==> config.mk <==
export PLATFORM = sky130hd
export DESIGN_NAME = eeprom_transfer_segmenter_top
export DESIGN_NICKNAME = d
export VERILOG_FILES = /design/src/hdl/ets_pkg.sv /design/src/hdl/eeprom_transfer_segmenter_top.sv /design/src/hdl/ets_front.sv /design/src/hdl/ets_queue.sv /design/src/hdl/ets_back.sv
export SDC_FILE = /design/constraint.sdc
export NUM_CORES = 1
export LEC_CHECK = 0
export BUFFER_PORTS_ARGS = -buffer_cell sky130_fd_sc_hd__buf_2
export CAP_MARGIN = 20
export CORE_ASPECT_RATIO = 1.75
export CORE_MARGIN = 4
export CORE_UTILIZATION = 50
export DETAILED_ROUTE_END_ITERATION = 10
export PLACE_DENSITY = 0.74
export SYNTH_ARGS = -nofsm -noshare
export SYNTH_HDL_FRONTEND = slang
export SYNTH_HIERARCHICAL = 1
export SYNTH_SLANG_ARGS = --single-unit
==> constraint.sdc <==
create_clock -name i_clk -period 13.2 [get_ports i_clk]
set_clock_uncertainty 0.2 [all_clocks]
set_input_delay 1.98 -clock i_clk [delete_from_list [all_inputs] [get_ports i_clk]]
set_output_delay 1.98 -clock i_clk [all_outputs]
set_load 0.02 [all_outputs]
==> src/hdl/ets_pkg.sv <==
`timescale 1ns / 1ps
// ---------------------------------------------------------------------------
// ets_pkg
// Shared types and codes of the EEPROM transfer segmenter.
// ---------------------------------------------------------------------------
package ets_pkg;

    // Request and segment kinds.
    localparam logic [1:0] KIND_WRITE = 2'd0;
    localparam logic [1:0] KIND_FILL  = 2'd1;
    localparam logic [1:0] KIND_READ  = 2'd2;
    localparam logic [1:0] KIND_NONE  = 2'd3;

    // Result status codes.
    localparam logic [1:0] ST_OK    = 2'd0;
    localparam logic [1:0] ST_RANGE = 2'd1;
    localparam logic [1:0] ST_ZERO  = 2'd2;

    // Control byte of chip zero.
    localparam logic [7:0] CTRL_BASE = 8'hA0;

    // Field widths fixed by the interface.
    localparam int KIND_W = 2;
    localparam int ADDR_W = 18;
    localparam int LEN_W  = 13;
    localparam int OFF_W  = 16;
    localparam int BUF_W  = 12;
    localparam int CHIP_W = 2;
    // Page room needs to hold the largest supported page size.
    localparam int ROOM_W = 10;

    // A request never yields more results than this.
    localparam int MAX_RESULTS = 33;
    localparam int CNT_W       = 6;

    // One classified request, handed from the front part to the back part.
    typedef struct packed {
        logic [KIND_W-1:0] kind;
        logic [1:0]        status;
        logic [CHIP_W-1:0] chip;
        logic [OFF_W-1:0]  off;
        logic [ROOM_W-1:0] room;
        logic [LEN_W-1:0]  len;
    } t_job;

endpackage

==> src/hdl/eeprom_transfer_segmenter_top.sv <==
`timescale 1ns / 1ps
// ---------------------------------------------------------------------------
// eeprom_transfer_segmenter_top
// Splits a transfer request on a bank of serial EEPROMs into page- and
// chip-bounded bus segments.
//
//   Channel   Direction  Handshake            Word
//   request   in         i_valid / o_stall    i_req_type, i_start_addr, i_length
//   segment   out        o_valid / i_stall    o_seg_kind ... o_last
//
// The front part takes a request, works out the page remainder in its
// states F_QUOT, F_PROD and F_REM (reciprocal multiply, product,
// correction) and queues it in F_PUSH, where a full queue holds it. The back
// part loads a job and emits one segment word per cycle while the output
// is not stalled, up to 33 per request, as the front prepares the next one.
// A request of type three is taken and dropped. Reset is synchronous and
// clears the control state only. An output stall holds the back part.
// ---------------------------------------------------------------------------
module eeprom_transfer_segmenter_top #(
    parameter int PAGE_BYTES = 128,
    parameter int CHIP_BYTES = 65536,
    parameter int CHIP_COUNT = 4,
    parameter int MAX_LEN    = 4096
) (
    input  logic        i_clk,
    input  logic        i_rst_n,
    input  logic        i_valid,
    output logic        o_stall,
    input  logic [1:0]  i_req_type,
    input  logic [17:0] i_start_addr,
    input  logic [12:0] i_length,
    output logic        o_valid,
    input  logic        i_stall,
    output logic [1:0]  o_seg_kind,
    output logic [7:0]  o_device_code,
    output logic [15:0] o_chip_offset,
    output logic [12:0] o_seg_len,
    output logic [11:0] o_buf_offset,
    output logic [1:0]  o_status,
    output logic        o_last
);

    ets_pkg::t_job w_push_job;
    ets_pkg::t_job w_pop_job;
    logic          w_push;
    logic          w_full;
    logic          w_pop;
    logic          w_empty;

    ets_front #(
        .PAGE_BYTES (PAGE_BYTES),
        .CHIP_BYTES (CHIP_BYTES),
        .CHIP_COUNT (CHIP_COUNT),
        .MAX_LEN    (MAX_LEN)
    ) u_front (
        .i_clk        (i_clk),
        .i_rst_n      (i_rst_n),
        .i_valid      (i_valid),
        .o_stall      (o_stall),
        .i_req_type   (i_req_type),
        .i_start_addr (i_start_addr),
        .i_length     (i_length),
        .o_push       (w_push),
        .i_full       (w_full),
        .o_job        (w_push_job)
    );

    ets_queue u_queue (
        .i_clk   (i_clk),
        .i_rst_n (i_rst_n),
        .i_push  (w_push),
        .i_job   (w_push_job),
        .o_full  (w_full),
        .i_pop   (w_pop),
        .o_empty (w_empty),
        .o_job   (w_pop_job)
    );

    ets_back #(
        .PAGE_BYTES (PAGE_BYTES),
        .CHIP_BYTES (CHIP_BYTES)
    ) u_back (
        .i_clk         (i_clk),
        .i_rst_n       (i_rst_n),
        .i_empty       (w_empty),
        .o_pop         (w_pop),
        .i_job         (w_pop_job),
        .o_valid       (o_valid),
        .i_stall       (i_stall),
        .o_seg_kind    (o_seg_kind),
        .o_device_code (o_device_code),
        .o_chip_offset (o_chip_offset),
        .o_seg_len     (o_seg_len),
        .o_buf_offset  (o_buf_offset),
        .o_status      (o_status),
        .o_last        (o_last)
    );

endmodule

==> src/hdl/ets_front.sv <==
`timescale 1ns / 1ps
// ---------------------------------------------------------------------------
// ets_front
// Accepts requests, checks them, finds chip and chip offset, and works out
// the room left in the first page before pushing a job into the queue.
// ---------------------------------------------------------------------------
module ets_front #(
    parameter int PAGE_BYTES = 128,
    parameter int CHIP_BYTES = 65536,
    parameter int CHIP_COUNT = 4,
    parameter int MAX_LEN    = 4096
) (
    input  logic                        i_clk,
    input  logic                        i_rst_n,
    input  logic                        i_valid,
    output logic                        o_stall,
    input  logic [ets_pkg::KIND_W-1:0]  i_req_type,
    input  logic [ets_pkg::ADDR_W-1:0]  i_start_addr,
    input  logic [ets_pkg::LEN_W-1:0]   i_length,
    output logic                        o_push,
    input  logic                        i_full,
    output ets_pkg::t_job               o_job
);

    localparam int SPACE = CHIP_BYTES * CHIP_COUNT;
    // Reciprocal of the page size for the page remainder of the offset.
    localparam logic [13:0] RECIP = 14'((1 << 16) / PAGE_BYTES);
    localparam logic [9:0]  PAGE  = 10'(PAGE_BYTES);

    typedef enum logic [4:0] {
        F_IDLE = 5'b00001,
        F_QUOT = 5'b00010,
        F_PROD = 5'b00100,
        F_REM  = 5'b01000,
        F_PUSH = 5'b10000
    } t_fstate;

    t_fstate r_state, n_state;

    logic [ets_pkg::KIND_W-1:0] r_kind;
    logic [1:0]                 r_status;
    logic [ets_pkg::LEN_W-1:0]  r_len;
    logic [ets_pkg::CHIP_W-1:0] r_chip;
    logic [ets_pkg::OFF_W-1:0]  r_off;
    logic [13:0]                r_quot;
    logic [16:0]                r_prod;
    logic [ets_pkg::ROOM_W-1:0] r_room;

    logic                       w_accept;
    logic [19:0]                w_addr;
    logic [19:0]                w_end;
    logic                       w_zero;
    logic                       w_range;
    logic [ets_pkg::CHIP_W-1:0] w_chip;
    logic [19:0]                w_base;
    logic [19:0]                w_off_full;
    logic [29:0]                w_qprod;
    logic [23:0]                w_pprod;
    logic [16:0]                w_r;
    logic [16:0]                w_r2;

    assign o_stall  = (r_state != F_IDLE);
    assign w_accept = i_valid && (r_state == F_IDLE);

    always_comb begin
        w_addr  = {2'b00, i_start_addr};
        w_end   = w_addr + {7'b0, i_length};
        w_zero  = (i_length == '0);
        w_range = ({4'b0, i_length} > 17'(MAX_LEN)) || (w_end > 20'(SPACE));
        if (w_addr >= 20'(3 * CHIP_BYTES)) begin
            w_chip = 2'd3;
        end else if (w_addr >= 20'(2 * CHIP_BYTES)) begin
            w_chip = 2'd2;
        end else if (w_addr >= 20'(CHIP_BYTES)) begin
            w_chip = 2'd1;
        end else begin
            w_chip = 2'd0;
        end
        unique case (w_chip)
            2'd0:    w_base = 20'd0;
            2'd1:    w_base = 20'(CHIP_BYTES);
            2'd2:    w_base = 20'(2 * CHIP_BYTES);
            default: w_base = 20'(3 * CHIP_BYTES);
        endcase
        w_off_full = w_addr - w_base;
        // The quotient may come out one short; the remainder step fixes that.
        w_qprod = {14'b0, r_off} * {16'b0, RECIP};
        w_pprod = {10'b0, r_quot} * {14'b0, PAGE};
        w_r     = {1'b0, r_off} - r_prod;
        w_r2    = (w_r >= {7'b0, PAGE}) ? (w_r - {7'b0, PAGE}) : w_r;
    end

    always_comb begin
        n_state = r_state;
        unique case (r_state)
            F_IDLE: begin
                if (w_accept && (i_req_type != ets_pkg::KIND_NONE)) begin
                    n_state = F_QUOT;
                end
            end
            F_QUOT:  n_state = F_PROD;
            F_PROD:  n_state = F_REM;
            F_REM:   n_state = F_PUSH;
            F_PUSH: begin
                if (!i_full) begin
                    n_state = F_IDLE;
                end
            end
            default: n_state = F_IDLE;
        endcase
    end

    always_ff @(posedge i_clk) begin
        if (!i_rst_n) begin
            r_state <= F_IDLE;
        end else begin
            r_state <= n_state;
        end
    end

    always_ff @(posedge i_clk) begin
        if (w_accept) begin
            r_kind <= i_req_type;
            r_len  <= i_length;
            r_chip <= w_chip;
            r_off  <= w_off_full[ets_pkg::OFF_W-1:0];
            if (w_zero) begin
                r_status <= ets_pkg::ST_ZERO;
            end else if (w_range) begin
                r_status <= ets_pkg::ST_RANGE;
            end else begin
                r_status <= ets_pkg::ST_OK;
            end
        end
        if (r_state == F_QUOT) begin
            r_quot <= w_qprod[29:16];
        end
        if (r_state == F_PROD) begin
            r_prod <= w_pprod[16:0];
        end
        if (r_state == F_REM) begin
            r_room <= PAGE - w_r2[ets_pkg::ROOM_W-1:0];
        end
    end

    assign o_push      = (r_state == F_PUSH) && !i_full;
    assign o_job.kind   = r_kind;
    assign o_job.status = r_status;
    assign o_job.chip   = r_chip;
    assign o_job.off    = r_off;
    assign o_job.room   = r_room;
    assign o_job.len    = r_len;

endmodule

==> src/hdl/ets_queue.sv <==
`timescale 1ns / 1ps
// ---------------------------------------------------------------------------
// ets_queue
// Two-entry job queue between the front part and the back part.
// ---------------------------------------------------------------------------
module ets_queue (
    input  logic          i_clk,
    input  logic          i_rst_n,
    input  logic          i_push,
    input  ets_pkg::t_job i_job,
    output logic          o_full,
    input  logic          i_pop,
    output logic          o_empty,
    output ets_pkg::t_job o_job
);

    ets_pkg::t_job r_slot [2];
    logic          r_wr;
    logic          r_rd;
    logic [1:0]    r_count;

    assign o_full  = (r_count == 2'd2);
    assign o_empty = (r_count == 2'd0);
    assign o_job   = r_slot[r_rd];

    always_ff @(posedge i_clk) begin
        if (!i_rst_n) begin
            r_wr    <= 1'b0;
            r_rd    <= 1'b0;
            r_count <= 2'd0;
        end else begin
            if (i_push) begin
                r_wr <= ~r_wr;
            end
            if (i_pop) begin
                r_rd <= ~r_rd;
            end
            if (i_push && !i_pop) begin
                r_count <= r_count + 2'd1;
            end else if (i_pop && !i_push) begin
                r_count <= r_count - 2'd1;
            end
        end
    end

    always_ff @(posedge i_clk) begin
        if (i_push) begin
            r_slot[r_wr] <= i_job;
        end
    end

endmodule

==> src/hdl/ets_back.sv <==
`timescale 1ns / 1ps
// ---------------------------------------------------------------------------
// ets_back
// Takes a job from the queue and steps through its segments, one result
// word per cycle while the output is not stalled, into the output register.
// ---------------------------------------------------------------------------
module ets_back #(
    parameter int PAGE_BYTES = 128,
    parameter int CHIP_BYTES = 65536
) (
    input  logic                        i_clk,
    input  logic                        i_rst_n,
    input  logic                        i_empty,
    output logic                        o_pop,
    input  ets_pkg::t_job               i_job,
    output logic                        o_valid,
    input  logic                        i_stall,
    output logic [ets_pkg::KIND_W-1:0]  o_seg_kind,
    output logic [7:0]                  o_device_code,
    output logic [ets_pkg::OFF_W-1:0]   o_chip_offset,
    output logic [ets_pkg::LEN_W-1:0]   o_seg_len,
    output logic [ets_pkg::BUF_W-1:0]   o_buf_offset,
    output logic [1:0]                  o_status,
    output logic                        o_last
);

    localparam logic [ets_pkg::ROOM_W-1:0] PAGE = ets_pkg::ROOM_W'(PAGE_BYTES);

    logic                        r_active;
    logic                        r_out_valid;
    logic [ets_pkg::CNT_W-1:0]   r_k;
    logic [ets_pkg::KIND_W-1:0]  r_kind;
    logic [1:0]                  r_status;
    logic [ets_pkg::CHIP_W-1:0]  r_chip;
    logic [ets_pkg::OFF_W-1:0]   r_off;
    logic [ets_pkg::ROOM_W-1:0]  r_room;
    logic [ets_pkg::LEN_W-1:0]   r_rem;
    logic [ets_pkg::BUF_W-1:0]   r_buf;

    logic                        w_emit;
    logic                        w_read;
    logic                        w_err;
    logic [16:0]                 w_chip_left;
    logic [16:0]                 w_room17;
    logic [16:0]                 w_cand;
    logic                        w_fin_len;
    logic [ets_pkg::LEN_W-1:0]   w_seg;
    logic                        w_last;
    logic [16:0]                 n_off;
    logic                        w_wrap;
    logic [ets_pkg::ROOM_W-1:0]  w_room_left;
    logic [7:0]                  w_dev;

    // The output register can take a new word when it is empty or drains now.
    assign w_emit = !r_out_valid || !i_stall;
    assign o_pop  = !r_active && !i_empty;
    assign w_read = (r_kind == ets_pkg::KIND_READ);
    assign w_err  = (r_status != ets_pkg::ST_OK);

    always_comb begin
        w_chip_left = 17'(CHIP_BYTES) - {1'b0, r_off};
        w_room17    = {7'b0, r_room};
        if (w_read || (w_chip_left <= w_room17)) begin
            w_cand = w_chip_left;
        end else begin
            w_cand = w_room17;
        end
        w_fin_len   = ({4'b0, r_rem} <= w_cand);
        w_seg       = w_fin_len ? r_rem : w_cand[ets_pkg::LEN_W-1:0];
        w_last      = w_fin_len || (r_k == ets_pkg::CNT_W'(ets_pkg::MAX_RESULTS - 1));
        n_off       = {1'b0, r_off} + {4'b0, w_seg};
        w_wrap      = (n_off == 17'(CHIP_BYTES));
        // Page room is only meaningful for writes and fills, where the
        // segment never exceeds it.
        w_room_left = r_room - w_seg[ets_pkg::ROOM_W-1:0];
        w_dev       = ets_pkg::CTRL_BASE + {5'b0, r_chip, 1'b0} + {7'b0, w_read};
    end

    always_ff @(posedge i_clk) begin
        if (!i_rst_n) begin
            r_active    <= 1'b0;
            r_out_valid <= 1'b0;
        end else begin
            if (o_pop) begin
                r_active <= 1'b1;
            end else if (r_active && w_emit && (w_err || w_last)) begin
                r_active <= 1'b0;
            end
            if (w_emit) begin
                r_out_valid <= r_active;
            end
        end
    end

    always_ff @(posedge i_clk) begin
        if (o_pop) begin
            r_k      <= '0;
            r_kind   <= i_job.kind;
            r_status <= i_job.status;
            r_chip   <= i_job.chip;
            r_off    <= i_job.off;
            r_room   <= i_job.room;
            r_rem    <= i_job.len;
            r_buf    <= '0;
        end else if (r_active && w_emit) begin
            r_k   <= r_k + ets_pkg::CNT_W'(1);
            r_rem <= r_rem - w_seg;
            r_buf <= r_buf + w_seg[ets_pkg::BUF_W-1:0];
            if (w_wrap) begin
                r_off  <= '0;
                r_chip <= r_chip + ets_pkg::CHIP_W'(1);
                r_room <= PAGE;
            end else begin
                r_off  <= n_off[ets_pkg::OFF_W-1:0];
                r_room <= (w_room_left == '0) ? PAGE : w_room_left;
            end
        end
    end

    always_ff @(posedge i_clk) begin
        if (r_active && w_emit) begin
            o_seg_kind <= r_kind;
            o_status   <= r_status;
            if (w_err) begin
                o_device_code <= '0;
                o_chip_offset <= '0;
                o_seg_len     <= '0;
                o_buf_offset  <= '0;
                o_last        <= 1'b1;
            end else begin
                o_device_code <= w_dev;
                o_chip_offset <= r_off;
                o_seg_len     <= w_seg;
                o_buf_offset  <= r_buf;
                o_last        <= w_last;
            end
        end
    end

    assign o_valid = r_out_valid;

endmodule

Yosys cells after proc, flatten, opt, wreduce, memory -nomap -nowiden
Memory sizes are Yosys's and may differ from the RTL's. A register that Yosys moved wholly into a read port is not among the register bits. Cells that the tools add are included.

Add/sub/neg operators: 16. Order comparisons: 8. Eq/ne operators: 13. Mux-type cells: 30. Bitwise operators: 2. Reduce and logical (&&, ||, !) cells: 30.

Operators by type and width (count): $mux W10 (5); $mux W16 (3); $mux W13 (3); $ge A18 B18 Y1 const B (2); $pmux W5 S5 (1); $gt A20 B19 Y1 const B (1); $add A18 B13 Y19 (1); $ge A18 B17 Y1 const B (1); $add A16 B13 Y17 (1); $eq A17 B17 Y1 const B (1); $ge A17 B8 Y1 const B (1); $le A13 B17 Y1 (1); $le A17 B10 Y1 (1); $mux W17 (1); $sub A16 B16 Y17 (1); $sub A17 B16 Y17 const A (1); $sub A16 B16 Y16 const B (1); $mux W2 (7); $gt A13 B13 Y1 const B (1); $logic_not A13 Y1 (1); $sub A13 B13 Y13 (1); $add A12 B12 Y12 (1); $logic_not A10 Y1 (1); $mux W5 (2); 25 further kinds (59).

Flip-flop bits (word level): 191. Bits in writable memories: 90. Input bits: 37. Output and inout port bits: 56. Word-level logic and storage cells: 129. Memories: 1.

Memories: u_queue.r_slot (depth 2, width 45, read ports 1, clocked after memory_dff 1, wr ports 1, line ets_queue.sv:17) `ets_pkg::t_job r_slot [2];`.

Longest topological paths before layout
Depth after elaboration: 12. Depth in mapped cells: 42. Mapped depth without buffers: 38.

Cells and area by module
Netlist, hierarchy kept.

Modules (own cells, without submodules): ets_back (instances 1, cells each 748, area an instance 7529.7 sq um, sequential area each 3253.1 sq um); ets_front (instances 1, cells each 326, area an instance 3742.3 sq um, sequential area each 1991.9 sq um); ets_queue (instances 1, cells each 162, area an instance 3478.3 sq um, sequential area each 2802.7 sq um).

Worst setup path after synthesis
No wires, ideal clock.

Path kind: register -> register. Start: reg u_back/r_off[2] (netlist bit). End: reg u_back/r_room[7] (netlist bit), data pin. Library setup time: 0.265 ns. Data arrival time: 8.304 ns. Data required time: 12.735 ns. Path slack: 4.431 ns. Stages on the path, launching flop included: 38. Path buffers: 5. Period minus slack after synthesis: 8.769 ns. Path through: edfxtp_1 nor4_4 nand2_1 or3_1 xor2_1 ha_1 nand4_1 or3_1 o2111ai_1 a32oi_1 and2_4 buf_6 clkbuf_1 o21ai_0 inv_1 ha_1 and3_1 a221o_1 (+2 left out) o311ai_4 buf_6 buf_6 nor2_1 a21oi_1 inv_1 ha_1 a21o_1 a21o_1 a21o_1 a2111oi_0 nor2_1 a41oi_1 xnor2_1 o31a_1 clkbuf_1 nor3b_1 a211oi_2.

Longest elaborated chain between the ends: 12. Elaborated cells on any way between the ends: 14. Classes of those cells: add/sub: 3; order compare: 2; eq/ne: 1; mux: 6; reduce/logical: 2.

Ends and longest elaborated chain: start: declaration (line ets_back.sv:35) `logic [ets_pkg::OFF_W-1:0] r_off;`; start signal: assignment (line ets_back.sv:101) `r_off <= i_job.off;`; start signal: assignment (line ets_back.sv:114) `r_off <= n_off[ets_pkg::OFF_W-1:0];`; $sub A17 B16 Y17 * (line ets_back.sv:61) `w_chip_left = 17'(CHIP_BYTES) - {1'b0, r_off};`; $le A17 B10 Y1 (line ets_back.sv:63) `if (w_read || (w_chip_left <= w_room17)) begin`; $logic_or A1 B1 Y1 (line ets_back.sv:63); $mux W17 * (line ets_back.sv:63); $le A13 B17 Y1 (line ets_back.sv:68) `w_fin_len = ({4'b0, r_rem} <= w_cand);`; $mux W13 * (line ets_back.sv:69) `w_seg = w_fin_len ? r_rem : w_cand[ets_pkg::LEN_W-1:0];`; net u_back.w_seg, one bit (line ets_back.sv:47) `logic [ets_pkg::LEN_W-1:0] w_seg;`; branches (longest 3 deep; another with $add A16 B13 Y17); $mux W10 * (line ets_back.sv:109) `if (w_wrap) begin`; $mux W10 * (line ets_back.sv:105) `end else if (r_active && w_emit) begin`; $mux W10 * (line ets_back.sv:96) `if (o_pop) begin`; end signal: assignment (line ets_back.sv:102) `r_room <= i_job.room;`; end signal: assignment (line ets_back.sv:115) `r_room <= (w_room_left == '0) ? PAGE : w_room_left;`; end: declaration (line ets_back.sv:36) `logic [ets_pkg::ROOM_W-1:0] r_room;`.

Mark *: on every way through the listed nets, which the timed path passes. The select of a mux whose other input is x is not followed. A chain may end at the register's enable or synchronous reset.

Worst setup path in the final report
Ends and elaborated chain as after synthesis.

==> run summary <==
outcome - completed
Worst slew margin - 0.2632
Final Setup Violations - 0
Post-DRT Antenna Nets - 0
Synth Register Bits - 278
post-cts resize count - 0
Die H - 235.2 µm
H-Tree Depth - 1
critical-path maximum fanout - 22
leading cell type in the layout, fill and taps excluded - edfxtp_1
Primary FF master, synth - edfxtp_1
Hold-fix buffers, CTS - 0
Setup crit end kind - register
area leader, netlist - edfxtp_1
die area - 32420 µm²
Setup TNS - 0 ns
min cycle time layout - 9.728 ns
CP Buf/Inv Count - 4
fraction of registers with async set/reset - 0
drt first pass iters - 6
largest net degree at the start of global routing - 65
dpl ws - 3.518 ns
Post-layout nets - 1471
Std-Cell Rows - 83
area grow syn2layout - 10.91%
Seq/Total Area, Yosys - 0.5456
max-slew violations - 0
Crit Path Category - reg -> reg
CP delay by family, top - compound AO/OA/AOI/OAI gates
DPL Wire Length - 26.17 mm
startpoint types - register
via count - 9868
total wire length - 34.13 mm
fin crit share - 0.7370
Arrival @ worst endpoint - 9.81 ns
Core ar. - 29180 µm²
number of CTS-inserted buffers - 24
post-synth design cell area - 14750 µm²
hold_sp - u_front/r_quot[0]$_DFFE_PP_
Clk pin slew, worst setup/hold paths - 0.07 ns
hold depth - 0
DR WL/cell - 19.72 µm
RSZ-0062 raised after global routing - false
clk root buf - clkbuf_16
Slew @ Worst Pin - 1.094 ns
worst setup margin - 3.472 ns
Placer Congestion - 0.9325
Ant. Diodes - 0
worst r2r path cells - 34
maxcap violations - 0
Worst Hold Class - reg -> reg
average cell area after synthesis - 11.93 µm²
reg-to-reg startpoint - u_back/r_off[2]$_DFFE_PP_
Cells after Synth - 1236
first-pass GRT wire length - 53.56 mm
Initial Util - 0.5055
R2R setup slack - 3.47 ns
gr ovfl total - 0
Highest Clock Rate - 102.8 MHz
I/O pin cnt - 93
layout cells sized above 1 - 0.1572
Clock Sinks - 278
Die X-Extent - 137.8 µm
DR iter-0 viols - 606
fill count - 2453
PortBufs - 89
initial antenna violation count - 0
commonest cells after routing, fill and taps aside - edfxtp_1 (248), ha_1 (97), inv_1 (92)
CP max-delay cell - a2111oi_0
Area contributors post-synth - edfxtp_1 (50%), ha_1 (8.2%), dfxtp_1 (4.1%)
Worst R2R End - u_back/r_room[7]$_DFFE_PP_
vias per cell - 5.701
YS warnings - 6
GRT Total Usage - 0.2112
share of the synthesized area in the top cell type - 0.5049
Max stage delay on crit path - 0.60 ns
DRC - 0
Post-CTS Setup Inserts - 0
Min-Delay Endpoint - u_front/r_prod[7]$_DFFE_PN_
maximum root-to-sink buffer count - 3
post-synth cell types - 83
CTS tree - yes
Worst-Skew Late Latency - 0.55 ns
final hold violations - 0
vias in the first global route - 10249
Worst EP required - 13.28 ns
Post-synth EDFFs - 248
==> cells in the mapped netlist (4+ instances only) <==
cell type	n
nor2b_1	15
o2111ai_1	4
xnor2_1	44
clkbuf_1	19
nand3_1	22
a21o_1	22
nor2_1	82
nor4_1	6
and3_1	9
nor3_1	15
o31ai_1	6
o211ai_1	5
xor2_1	28
o21bai_1	11
nand2b_1	15
a21oi_1	70
nor3b_1	8
or3_1	13
and2_1	36
buf_4	4
a211o_1	5
dfxtp_1	30
o21a_1	10
a211oi_1	6
mux2i_1	11
fa_1	6
buf_6	7
ha_1	97
edfxtp_1	248
inv_1	93
a21boi_0	5
a32oi_1	4
nand4_1	13
o21ai_0	58
nand2_1	79
mux2_2	46
a22o_1	18
==> how the worst max path moves through the flow <==
stage / start / end / slack [ns] / depth (start not counted)
2_1_floorplan: u_back/r_off[2]$_DFFE_PP_ / u_back/r_room[7]$_DFFE_PP_ / 4.43 / 37
3_3_place_gp: u_back/r_off[2]$_DFFE_PP_ / u_back/r_room[7]$_DFFE_PP_ / 3.70 / 34
3_5_place_dp: u_back/r_off[2]$_DFFE_PP_ / u_back/r_room[7]$_DFFE_PP_ / 3.52 / 34
4_1_cts: u_back/r_off[2]$_DFFE_PP_ / u_back/r_room[7]$_DFFE_PP_ / 3.48 / 34
5_1_grt: u_back/r_off[1]$_DFFE_PP_ / u_back/r_room[7]$_DFFE_PP_ / 2.89 / 37
6_report: u_back/r_off[2]$_DFFE_PP_ / u_back/r_room[7]$_DFFE_PP_ / 3.47 / 34
==> final cells by class <==
class                   instances  area (µm²)  share of cell area
multi-input cells             832        6178              0.3777
inverters                      94       352.8             0.02157
repair buffers                101       548.0             0.03350
well taps                     382       478.0             0.02922
clock inverters                17       141.4            0.008642
clock buffers                  27       611.8             0.03740
flip-flops and latches        278        8049              0.4920
==> cell families (layout without fill, tap and decap cells) <==
family / count (synthesis) / count (layout) / synth area share
and+or+nand+nor: 334 / 334 / 0.1165
adders and majority gates: 104 / 104 / 0.09110
AOI/OAI and AO/OA: 259 / 259 / 0.1199
buffers and inverters: 128 / 239 / 0.03724
other: 1 / 3 / 0.0002542
DFF: 278 / 278 / 0.5456
xor gates and xnor gates: 73 / 73 / 0.04386
muxes: 59 / 59 / 0.04564
==> state kept, by name (all words and copies together) (netlist names), 13 cells and up, named ones only <==
name                  flops
u_back/o_chip_offset     16
u_front/r_len            13
u_queue/r_slot           90
u_back/o_seg_len         13
u_back/r_off             16
u_front/r_off            16
u_back/r_rem             13
==> through the flow <==
stage	cells	util	hold WS, ns	instance area (µm²)
2_1_floorplan	1238	-	0.2003	14760
3_3_place_gp	1686	0.5341	0.2015	15590
3_5_place_dp	1686	0.5341	0.2054	15590
4_1_cts	1730	0.5599	0.2219	16340
5_1_grt	1731	0.5606	0.2283	16360
6_report	1731	0.5606	0.2204	16360
==> routing by layer <==
layer,up-vias,global-route usage,share of wire
li1,4723,-,-
met1,4738,0.2161,0.35
met2,302,0.3976,0.54
met3,105,0.02096,0.042
met4,0,0.1304,0.072
met5,-,0,0
Power is not shown: default switching activity piles up to over one toggle a cycle in this logic, so the estimate is an artifact.
